## src/rtl/core/ualu_pkg.sv

```systemverilog
// ----------------------------------------------------------------------------
// ualu_pkg
// Action codes, command record and compare codes for the unsigned integer unit.
// ----------------------------------------------------------------------------
package ualu_pkg;
	localparam int unsigned ActW   = 4;
	localparam int unsigned FieldW = 64;

	typedef enum logic [ActW-1:0] {
		ACT_ADD = 4'd0, ACT_SUB = 4'd1, ACT_AND = 4'd2, ACT_OR = 4'd3,
		ACT_XOR = 4'd4, ACT_NOT = 4'd5, ACT_SHL = 4'd6, ACT_SHR = 4'd7,
		ACT_MUL = 4'd8, ACT_DIV = 4'd9, ACT_REM = 4'd10
	} act_t;

	localparam logic [1:0] CMP_EQ = 2'b00;
	localparam logic [1:0] CMP_GT = 2'b01;
	localparam logic [1:0] CMP_LT = 2'b11;

	// Class of work the back end must do for a command.
	typedef enum logic [1:0] {
		CLS_DONE = 2'd0,  // result already formed by the front end
		CLS_MUL  = 2'd1,
		CLS_DIV  = 2'd2
	} cls_t;

	typedef struct packed {
		cls_t              cls;
		logic              want_rem;
		logic [FieldW-1:0] a;
		logic [FieldW-1:0] b;
		logic [FieldW-1:0] res;
		logic [1:0]        cmp;
		logic              dz;
	} cmd_t;
endpackage

```

## src/rtl/core/unsigned_64bit_alu_mul_div_core.sv

```systemverilog
// ----------------------------------------------------------------------------
// unsigned_64bit_alu_mul_div_core
// Unsigned integer unit: add, sub, logic, shifts, multiply, divide, remainder.
// ----------------------------------------------------------------------------
// Channel  | Direction | Handshake           | Fields
// input    | in        | push / full         | action, operand_a, operand_b
// result   | out       | empty / pop         | result, compare, divide_by_zero
//
// Single-cycle operations pass from the front register through the queue and
// the back end's issue and output states into the result register.
// Multiply and divide step one bit per cycle in the back end, which takes no
// new command until it is done; the back end's bit loop sets the rate.
// The two-entry queue lets the front end keep accepting while the back end
// works, and the result register holds a transaction until it is popped.
// Reset (arst_n low) empties the queue and result register at once.
module unsigned_64bit_alu_mul_div_core #(
	parameter int unsigned DATA_WIDTH = 64
) (
	input  logic        clk,
	input  logic        arst_n,
	input  logic        push,
	output logic        full,
	input  logic [3:0]  action,
	input  logic [63:0] operand_a,
	input  logic [63:0] operand_b,
	output logic        empty,
	input  logic        pop,
	output logic [63:0] result,
	output logic [1:0]  compare,
	output logic        divide_by_zero
);
	import ualu_pkg::*;

	// Working width is capped at the 64-bit field width.
	localparam int unsigned W = (DATA_WIDTH > 64) ? 64 : DATA_WIDTH;

	logic f_valid, f_ready, q_valid, q_ready;
	cmd_t f_cmd, q_cmd;

	// Front end: single-cycle operations and classification of the rest.
	ualu_front #(.W(W)) u_front (
		.clk, .arst_n, .push, .full, .action, .operand_a, .operand_b,
		.cmd_valid(f_valid), .cmd_ready(f_ready), .cmd(f_cmd)
	);

	ualu_queue u_queue (
		.clk, .arst_n,
		.in_valid(f_valid), .in_ready(f_ready), .in_cmd(f_cmd),
		.out_valid(q_valid), .out_ready(q_ready), .out_cmd(q_cmd)
	);

	// Back end: serial multiply and divide, then the result register.
	ualu_back #(.W(W)) u_back (
		.clk, .arst_n,
		.cmd_valid(q_valid), .cmd_ready(q_ready), .cmd(q_cmd),
		.empty, .pop, .result, .compare, .divide_by_zero
	);
endmodule

```

## src/rtl/core/ualu_front.sv

```systemverilog
// ----------------------------------------------------------------------------
// ualu_front
// Accepts transactions, does single-cycle operations and classifies the rest.
// ----------------------------------------------------------------------------
module ualu_front #(
	parameter int unsigned W = 64
) (
	input  logic                           clk,
	input  logic                           arst_n,
	input  logic                           push,
	output logic                           full,
	input  logic [3:0]                     action,
	input  logic [63:0]                    operand_a,
	input  logic [63:0]                    operand_b,
	output logic                           cmd_valid,
	input  logic                           cmd_ready,
	output ualu_pkg::cmd_t                 cmd
);
	import ualu_pkg::*;

	localparam int unsigned AW = $clog2(W + 1);

	logic [W-1:0] a, b, r;
	logic [63:0]  a64, b64, r64;
	logic         big, bzero;
	cls_t         cls;
	logic         want_rem;
	logic         dz;
	logic         valid_s1;
	cmd_t         cmd_s1;

	assign a = operand_a[W-1:0];
	assign b = operand_b[W-1:0];
	assign big = (operand_b >= 64'(W));
	assign bzero = (b == '0);

	always_comb begin
		r = '0;
		cls = CLS_DONE;
		want_rem = 1'b0;
		dz = 1'b0;
		case (action)
			ACT_ADD: r = a + b;
			ACT_SUB: r = a - b;
			ACT_AND: r = a & b;
			ACT_OR:  r = a | b;
			ACT_XOR: r = a ^ b;
			ACT_NOT: r = ~a;
			ACT_SHL: r = big ? '0 : (a << operand_b[AW-1:0]);
			ACT_SHR: r = big ? '0 : (a >> operand_b[AW-1:0]);
			ACT_MUL: cls = CLS_MUL;
			ACT_DIV, ACT_REM: begin
				want_rem = (action == ACT_REM);
				if (bzero) begin
					dz = 1'b1;
					r = (action == ACT_DIV) ? '1 : a;
				end else begin
					cls = CLS_DIV;
				end
			end
			default: r = '0;
		endcase
	end

	always_comb begin
		a64 = '0;
		b64 = '0;
		r64 = '0;
		a64[W-1:0] = a;
		b64[W-1:0] = b;
		r64[W-1:0] = r;
	end

	always_comb begin
		cmd = cmd_s1;
	end

	assign full = valid_s1 && !cmd_ready;
	assign cmd_valid = valid_s1;

	always_ff @(posedge clk or negedge arst_n) begin
		if (!arst_n) begin
			valid_s1 <= 1'b0;
		end else if (!full) begin
			valid_s1 <= push;
		end
	end

	always_ff @(posedge clk) begin
		if (!full && push) begin
			cmd_s1.cls      <= cls;
			cmd_s1.want_rem <= want_rem;
			cmd_s1.dz       <= dz;
			cmd_s1.a        <= a64;
			cmd_s1.b        <= b64;
			cmd_s1.res      <= r64;
			cmd_s1.cmp      <= (a < b) ? CMP_LT : ((a > b) ? CMP_GT : CMP_EQ);
		end
	end
endmodule

```

## src/rtl/core/ualu_queue.sv

```systemverilog
// ----------------------------------------------------------------------------
// ualu_queue
// Two-entry command queue between the front and back ends.
// ----------------------------------------------------------------------------
module ualu_queue (
	input  logic           clk,
	input  logic           arst_n,
	input  logic           in_valid,
	output logic           in_ready,
	input  ualu_pkg::cmd_t in_cmd,
	output logic           out_valid,
	input  logic           out_ready,
	output ualu_pkg::cmd_t out_cmd
);
	import ualu_pkg::*;

	cmd_t       mem_q [2];
	logic       wp_q, rp_q;
	logic [1:0] cnt_q;
	logic       wr, rd;

	assign in_ready  = (cnt_q != 2'd2);
	assign out_valid = (cnt_q != 2'd0);
	assign out_cmd   = mem_q[rp_q];
	assign wr = in_valid && in_ready;
	assign rd = out_valid && out_ready;

	always_ff @(posedge clk or negedge arst_n) begin
		if (!arst_n) begin
			wp_q <= 1'b0;
			rp_q <= 1'b0;
			cnt_q <= 2'd0;
		end else begin
			if (wr) wp_q <= ~wp_q;
			if (rd) rp_q <= ~rp_q;
			cnt_q <= cnt_q + {1'b0, wr} - {1'b0, rd};
		end
	end

	always_ff @(posedge clk) begin
		if (wr) mem_q[wp_q] <= in_cmd;
	end
endmodule

```

## src/rtl/core/ualu_back.sv

```systemverilog
// ----------------------------------------------------------------------------
// ualu_back
// Bit-serial shift-add multiplier and restoring divider with a result register.
// ----------------------------------------------------------------------------
module ualu_back #(
	parameter int unsigned W = 64
) (
	input  logic           clk,
	input  logic           arst_n,
	input  logic           cmd_valid,
	output logic           cmd_ready,
	input  ualu_pkg::cmd_t cmd,
	output logic           empty,
	input  logic           pop,
	output logic [63:0]    result,
	output logic [1:0]     compare,
	output logic           divide_by_zero
);
	import ualu_pkg::*;

	localparam int unsigned CW = $clog2(W + 1);

	typedef enum logic [1:0] {ST_IDLE, ST_MUL, ST_DIV, ST_OUT} state_t;

	state_t        state_q;
	logic [CW-1:0] cnt_q;
	logic [W-1:0]  x_q, y_q, acc_q, rem_q, d_q;
	logic          rem_sel_q;
	logic [1:0]    cmp_q;
	logic          dz_q;
	logic [63:0]   res_q;
	logic [1:0]    res_cmp_q;
	logic          res_dz_q;
	logic          out_v_q;
	logic [W-1:0]  rsh, rsub;
	logic          take;
	logic [63:0]   fin;
	logic          load;

	assign rsh  = {rem_q[W-2:0], x_q[W-1]};
	assign rsub = rsh - d_q;
	assign take = rem_q[W-1] || (rsh >= d_q);
	assign cmd_ready = (state_q == ST_IDLE);
	assign empty = !out_v_q;
	assign result = res_q;
	assign compare = res_cmp_q;
	assign divide_by_zero = res_dz_q;
	// The finished transaction moves into the result register once it is free.
	assign load = (state_q == ST_OUT) && (!out_v_q || pop);

	always_comb begin
		fin = '0;
		fin[W-1:0] = rem_sel_q ? rem_q : acc_q;
	end

	always_ff @(posedge clk or negedge arst_n) begin
		if (!arst_n) begin
			state_q <= ST_IDLE;
			out_v_q <= 1'b0;
			cnt_q <= '0;
			res_q <= '0;
			res_cmp_q <= CMP_EQ;
			res_dz_q <= 1'b0;
		end else begin
			if (load) begin
				out_v_q <= 1'b1;
				res_q <= fin;
				res_cmp_q <= cmp_q;
				res_dz_q <= dz_q;
			end else if (pop && out_v_q) begin
				out_v_q <= 1'b0;
			end
			case (state_q)
				ST_IDLE: begin
					if (cmd_valid) begin
						cnt_q <= CW'(W);
						case (cmd.cls)
							CLS_MUL: state_q <= ST_MUL;
							CLS_DIV: state_q <= ST_DIV;
							default: state_q <= ST_OUT;
						endcase
					end
				end
				ST_MUL, ST_DIV: begin
					cnt_q <= cnt_q - CW'(1);
					if (cnt_q == CW'(1)) state_q <= ST_OUT;
				end
				ST_OUT: begin
					if (!out_v_q || pop) state_q <= ST_IDLE;
				end
				default: state_q <= ST_IDLE;
			endcase
		end
	end

	always_ff @(posedge clk) begin
		case (state_q)
			ST_IDLE: begin
				x_q <= cmd.a[W-1:0];
				y_q <= cmd.b[W-1:0];
				d_q <= cmd.b[W-1:0];
				acc_q <= (cmd.cls == CLS_MUL || cmd.cls == CLS_DIV) ? '0 : cmd.res[W-1:0];
				rem_q <= '0;
				rem_sel_q <= (cmd.cls == CLS_DIV) && cmd.want_rem;
				cmp_q <= cmd.cmp;
				dz_q <= cmd.dz;
			end
			ST_MUL: begin
				if (y_q[0]) acc_q <= acc_q + x_q;
				x_q <= x_q << 1;
				y_q <= y_q >> 1;
			end
			ST_DIV: begin
				x_q <= x_q << 1;
				rem_q <= take ? rsub : rsh;
				acc_q <= {acc_q[W-2:0], take};
			end
			default: ;
		endcase
	end
endmodule

```

## config.mk

```make
export PLATFORM = sky130hd
export DESIGN_NAME = unsigned_64bit_alu_mul_div_core
export DESIGN_NICKNAME = d
export VERILOG_FILES = /design/src/rtl/core/ualu_pkg.sv /design/src/rtl/core/unsigned_64bit_alu_mul_div_core.sv /design/src/rtl/core/ualu_front.sv /design/src/rtl/core/ualu_queue.sv /design/src/rtl/core/ualu_back.sv
export SDC_FILE = /design/constraint.sdc
export NUM_CORES = 2
export LEC_CHECK = 0
export ABC_CLOCK_PERIOD_IN_PS = 10100
export BUFFER_PORTS_ARGS = -buffer_cell sky130_fd_sc_hd__buf_2
export CELL_PAD_IN_SITES_DETAIL_PLACEMENT = 0
export CELL_PAD_IN_SITES_GLOBAL_PLACEMENT = 1
export CORE_ASPECT_RATIO = 0.6
export CORE_MARGIN = 1.5
export CORE_UTILIZATION = 46
export CTS_CLUSTER_DIAMETER = 120
export DETAILED_ROUTE_END_ITERATION = 10
export PLACE_DENSITY_LB_ADDON = 0.1
export RECOVER_POWER = 50
export REMOVE_ABC_BUFFERS = 1
export SYNTH_ARGS = -nofsm -noshare
export SYNTH_HDL_FRONTEND = slang
export SYNTH_SLANG_ARGS = --single-unit
```

## constraint.sdc

```tcl
create_clock -name clk -period 10.1 [get_ports clk]
set_input_delay 1.01 -clock clk [delete_from_list [all_inputs] [get_ports clk]]
set_output_delay 1.01 -clock clk [all_outputs]
set_load 0.01 [all_outputs]
```

==> qor.tcl <==
set qor(io_pins) 205
set qor(ctsHoldBuffers) 0
set qor(fin_worst_skew_ns) 0.0491
set qor(relSlewSlack_pct) -200
set qor(asyncSetResetFlopFracSynth_pct) 8.20
set qor(vias_per_cell) 6.65
set qor(worstPathArrival_ns) 7.65
set qor(postSynthAreaPerCell_sq_um) 10.3
set qor(first_global_vias) 49100
set qor(core.rowCount) 106
set qor(clock-sinks) 1000
set qor(critical_path_class) {in -> reg}
set qor(area.sequential_sq_um) 29600
set qor(worst_slew_pin_slew_ns) 4.49
set qor(synth.cell_area_sq_um) 65100
set qor(synth_compound_area_share_pct) 18.5
set qor(remaining_drc_errors) 0
set qor(multiInputGateArea_sq_um) 32300
set qor(cp.buffers_inverters) 2
set qor(report.power.total_mw) 22.2
set qor(timing.final.crit_period_ns) 7.18
set qor(violations) {capacitance limit, slew limit}
set qor(dieArea_sq_um) 144000
set qor(cts_root_buf) {clkbuf_16}
set qor(fill_cells) 12900
set qor(ant_nets) 0
set qor(crit_fanout) 28
set qor(post_synth_num_cell_types) 105
set qor(yosys_most_used_dff) {edfxtp_1}
set qor(synth.ff_latch_count) 1000
set qor(timing.critical_path.from_type) {input port}
set qor(grt_pass1_wl_um) 377000
set qor(die_w_um) 489
set qor(cts-root-to-sink-buffers) 3
set qor(finalNetCount) 6731
set qor(clkLatencyLatePin_ns) 0.76
set qor(final_cells) 8249
set qor(fmaxAchievable_mhz) 139
set qor(port_buffers) 204
set qor(hold_path.class) {reg -> reg}
set qor(groute.usage.overall_pct) 36.8
set qor(routed-via-count) 54800
set qor(synth_warnings) 0
set qor(power-per-cell-area_nw_per_um2) 315
set qor(synth_area_leader_cell) {edfxtp_1}
set qor(seq_area_frac_synth_pct) 45.5
set qor(timing.critical_path.max_delay_family) {compound AO/OA/AOI/OAI gates}
set qor(largest_family_of_logic_cells_by_synthesized_area) {compound AO/OA/AOI/OAI gates}
set qor(required_ns) 10.57
set qor(post-place-cells) 8051
set qor(critical_path.max_stage_delay_ns) 1.25
set qor(path_clk_slew_ns) 0.06
set qor(post_cts_resize_count) 0
set qor(setup_viol_count_final) 0
set qor(die_height_um) 294
set qor(wl_um) 270000
set qor(fin_crit_sh_pct) 71.1
set qor(routed_wire_length_per_instance_um) 32.8
set qor(initial_core_util_pct) 46.5
set qor(drt-pass1-iter-count) 6
set qor(gp_routability_congestion) 0.990
set qor(post_dp_cell_area_sq_um) 67400
set qor(postCtsSetupBuffers) 0
set qor(core_area_sq_um) 140000
set qor(cap_viol_max_count) 16
set qor(run_status) {finished, violations left}
set qor(slowest_stage) {clkbuf_1}
set qor(final_standard_cell_area_without_fillers_sq_um) 70500
set qor(synth_simple_gate_area_share_pct) 10.9
set qor(adder_and_majority_cell_fraction_of_the_synthesized_area_pct) 6.51
set qor(post_synth_xor_area_fraction_pct) 1.78
set qor(synthCells) 6304
set qor(synthMuxAreaShare_pct) 11.9
set qor(place_worst_setup_slack_ns) 3.68
set qor(gr-total-overflow) 0
set qor(area_growth_pct) 8.35
set qor(grt_antenna_before_repair) 28
set qor(ir_drop_v) 0.000213
set qor(worst_slack_ns) 2.92
set qor(report.final.hold_viol_count) 0
set qor(grt_max_degree) 128
set qor(synth_top_area_share_pct) 42.4
set qor(synth_area_leaders) {edfxtp_1 42%, ha_1 6.4%, mux2i_1 5.3%, a21oi_1 3.8%, o21ai_0 3.6%}
set qor(timing.setup.tns_ns) 0
set qor(dr.first_iter.drc_count) 8192
set qor(synth-edff-count) 918
set qor(crit_chain) {clkbuf_1 > inv_1 > ha_1 > a211oi_1 > nor2_1 > o211ai_1 > nand3_1 > a31o_2 > a31oi_1 > nor3_1 > o31ai_1 > a221o_1 > mux2i_1 > nand3b_1}
set qor(total_leakage_power_nw) 27.2
set qor(final_layout_size_suffix_gt1_share_pct) 9.89
set qor(worstSetupEndpointType) {flop}
set qor(h-tree-depth) 3
set qor(tritoncts.num_buffers) 96
set qor(dpl.hpwl_um) 202000
set qor(clock_tree_from_tritoncts) {done}
set qor(rsz0062_at_grt) {no}
set qor(final_max_slew_viol_count) 629
## worst reg2reg max path, delay by kind of cell, from the launching register on
family | cells | cell delay (ns)
flops | 1 | 0.38
simple gates | 2 | 0.39
fa+ha+maj | 2 | 0.43
compound gates | 9 | 2.99
buf+inv | 5 | 1.34
## path summary, 6_finish.rpt
kind	start	endpoint	slack, ns	cells past startpoint
min	u_front.cmd[185]	u_queue.mem_q[0][185]	0.43	0
max in group asynchronous	arst_n	u_back.compare[1]	5.17	2
max reg2reg	u_back.x_q[63]	u_back.acc_q[0]	4.32	18
min reg2reg	u_front.cmd[185]	u_queue.mem_q[0][185]	0.43	0
max	operand_b[1]	u_front.cmd[60]	2.92	14
min in group asynchronous	arst_n	u_back.result[13]	1.01	1
## sequential cells by signal, indices dropped and copies added, names as in the netlist, 2 cells and up
register        cells
u_back.x_q         64
u_back.rem_q       64
u_back.cmp_q        2
u_back.d_q         64
u_back.state_q      2
u_back.result      64
u_back.cnt_q        7
u_queue.cnt_q       2
u_back.y_q         64
u_back.compare      2
u_back.acc_q       64
u_front.cmd       198
u_queue.mem_q     396
## synth_stat cells (23+ instances only)
cell type,count
a21o_1,119
o21ai_0,468
nand4_1,79
a21oi_1,491
mux4_1,28
a221oi_1,33
o21a_1,27
xnor2_1,82
nor4_1,47
o211ai_1,48
nand2b_1,34
inv_1,318
nand2_1,538
dfrtp_1,82
edfxtp_1,918
a22oi_1,42
o21bai_1,64
o31ai_1,32
buf_2,49
mux2i_1,342
nor2b_1,40
and3_1,35
a31oi_1,52
o221ai_1,77
a211o_1,23
nor2_1,540
o22ai_1,117
mux2_2,151
a211oi_1,44
nor3_1,82
ha_1,332
mux4_2,84
xor2_1,50
nand3_1,97
clkbuf_1,311
buf_1,54
or3_1,23
a221o_1,44
## power by group
| group | internal [mW] | switching, mW | leakage [nW] |
|---|---|---|---|
| Clock | 2.11 | 1.72 | 1.60 |
| Combinational | 3.61 | 6.96 | 15.7 |
| Sequential | 6.73 | 1.09 | 9.85 |
## layer usage
layer	up-vias	share of wire (%)	wire [um]	global-route usage, %
met5	-	0.046	123	0.135
met4	18	2.9	7720	9.09
met3	409	14	38300	13.4
met2	3478	36	98300	45.2
met1	27200	47	126000	58.7
li1	23700	-	-	-
## kinds of logic (layout without fill, tap and decap cells)
| kind of cell | count (synthesis) | after routing |
|---|---|---|
| XOR/XNOR | 132 | 132 |
| AO/OA/AOI/OAI | 1869 | 1869 |
| multiplexers | 605 | 605 |
| other | 0 | 17 |
| buffers and inverters | 774 | 812 |
| flip-flops | 1000 | 1000 |
| AND/OR/NAND/NOR | 1588 | 1588 |
| adder cells (fa/ha/maj) | 336 | 336 |
## area by class of cell
type	count	share of cell area, %
antenna	17	0.0603
tap	1890	3.35
inverter	319	1.70
multi-input combinational	4530	45.9
timing repair buffer	312	2.32
clock inverter	52	0.843
sequential	1000	42.0
clock buffer	129	3.83
## through the flow
stage | hold WS (ns) | util (%)
3_5_place_dp | 0.429 | 48.2
4_1_cts | 0.220 | 50.6
5_1_grt | 0.443 | 50.4
2_1_floorplan | 0.421 | -
6_report | 0.426 | 50.4
3_3_place_gp | 0.422 | 48.2
## cell usage in the layout (no fill, tap or decap), drive strengths merged, types with 83 or more instances in the layout
master  Yosys  routed
a21o      119     119
a21oi     493     493
buf       136     174
clkbuf    319     267
edfxtp    918     918
ha        332     332
inv       319     323
mux2      151     151
mux2i     342     342
mux4      112     112
nand2     540     540
nand3      97      97
nor2      541     541
nor3       83      83
o21ai     484     484
o22ai     117     117
Note: power is estimated with default switching activity, not from simulation.
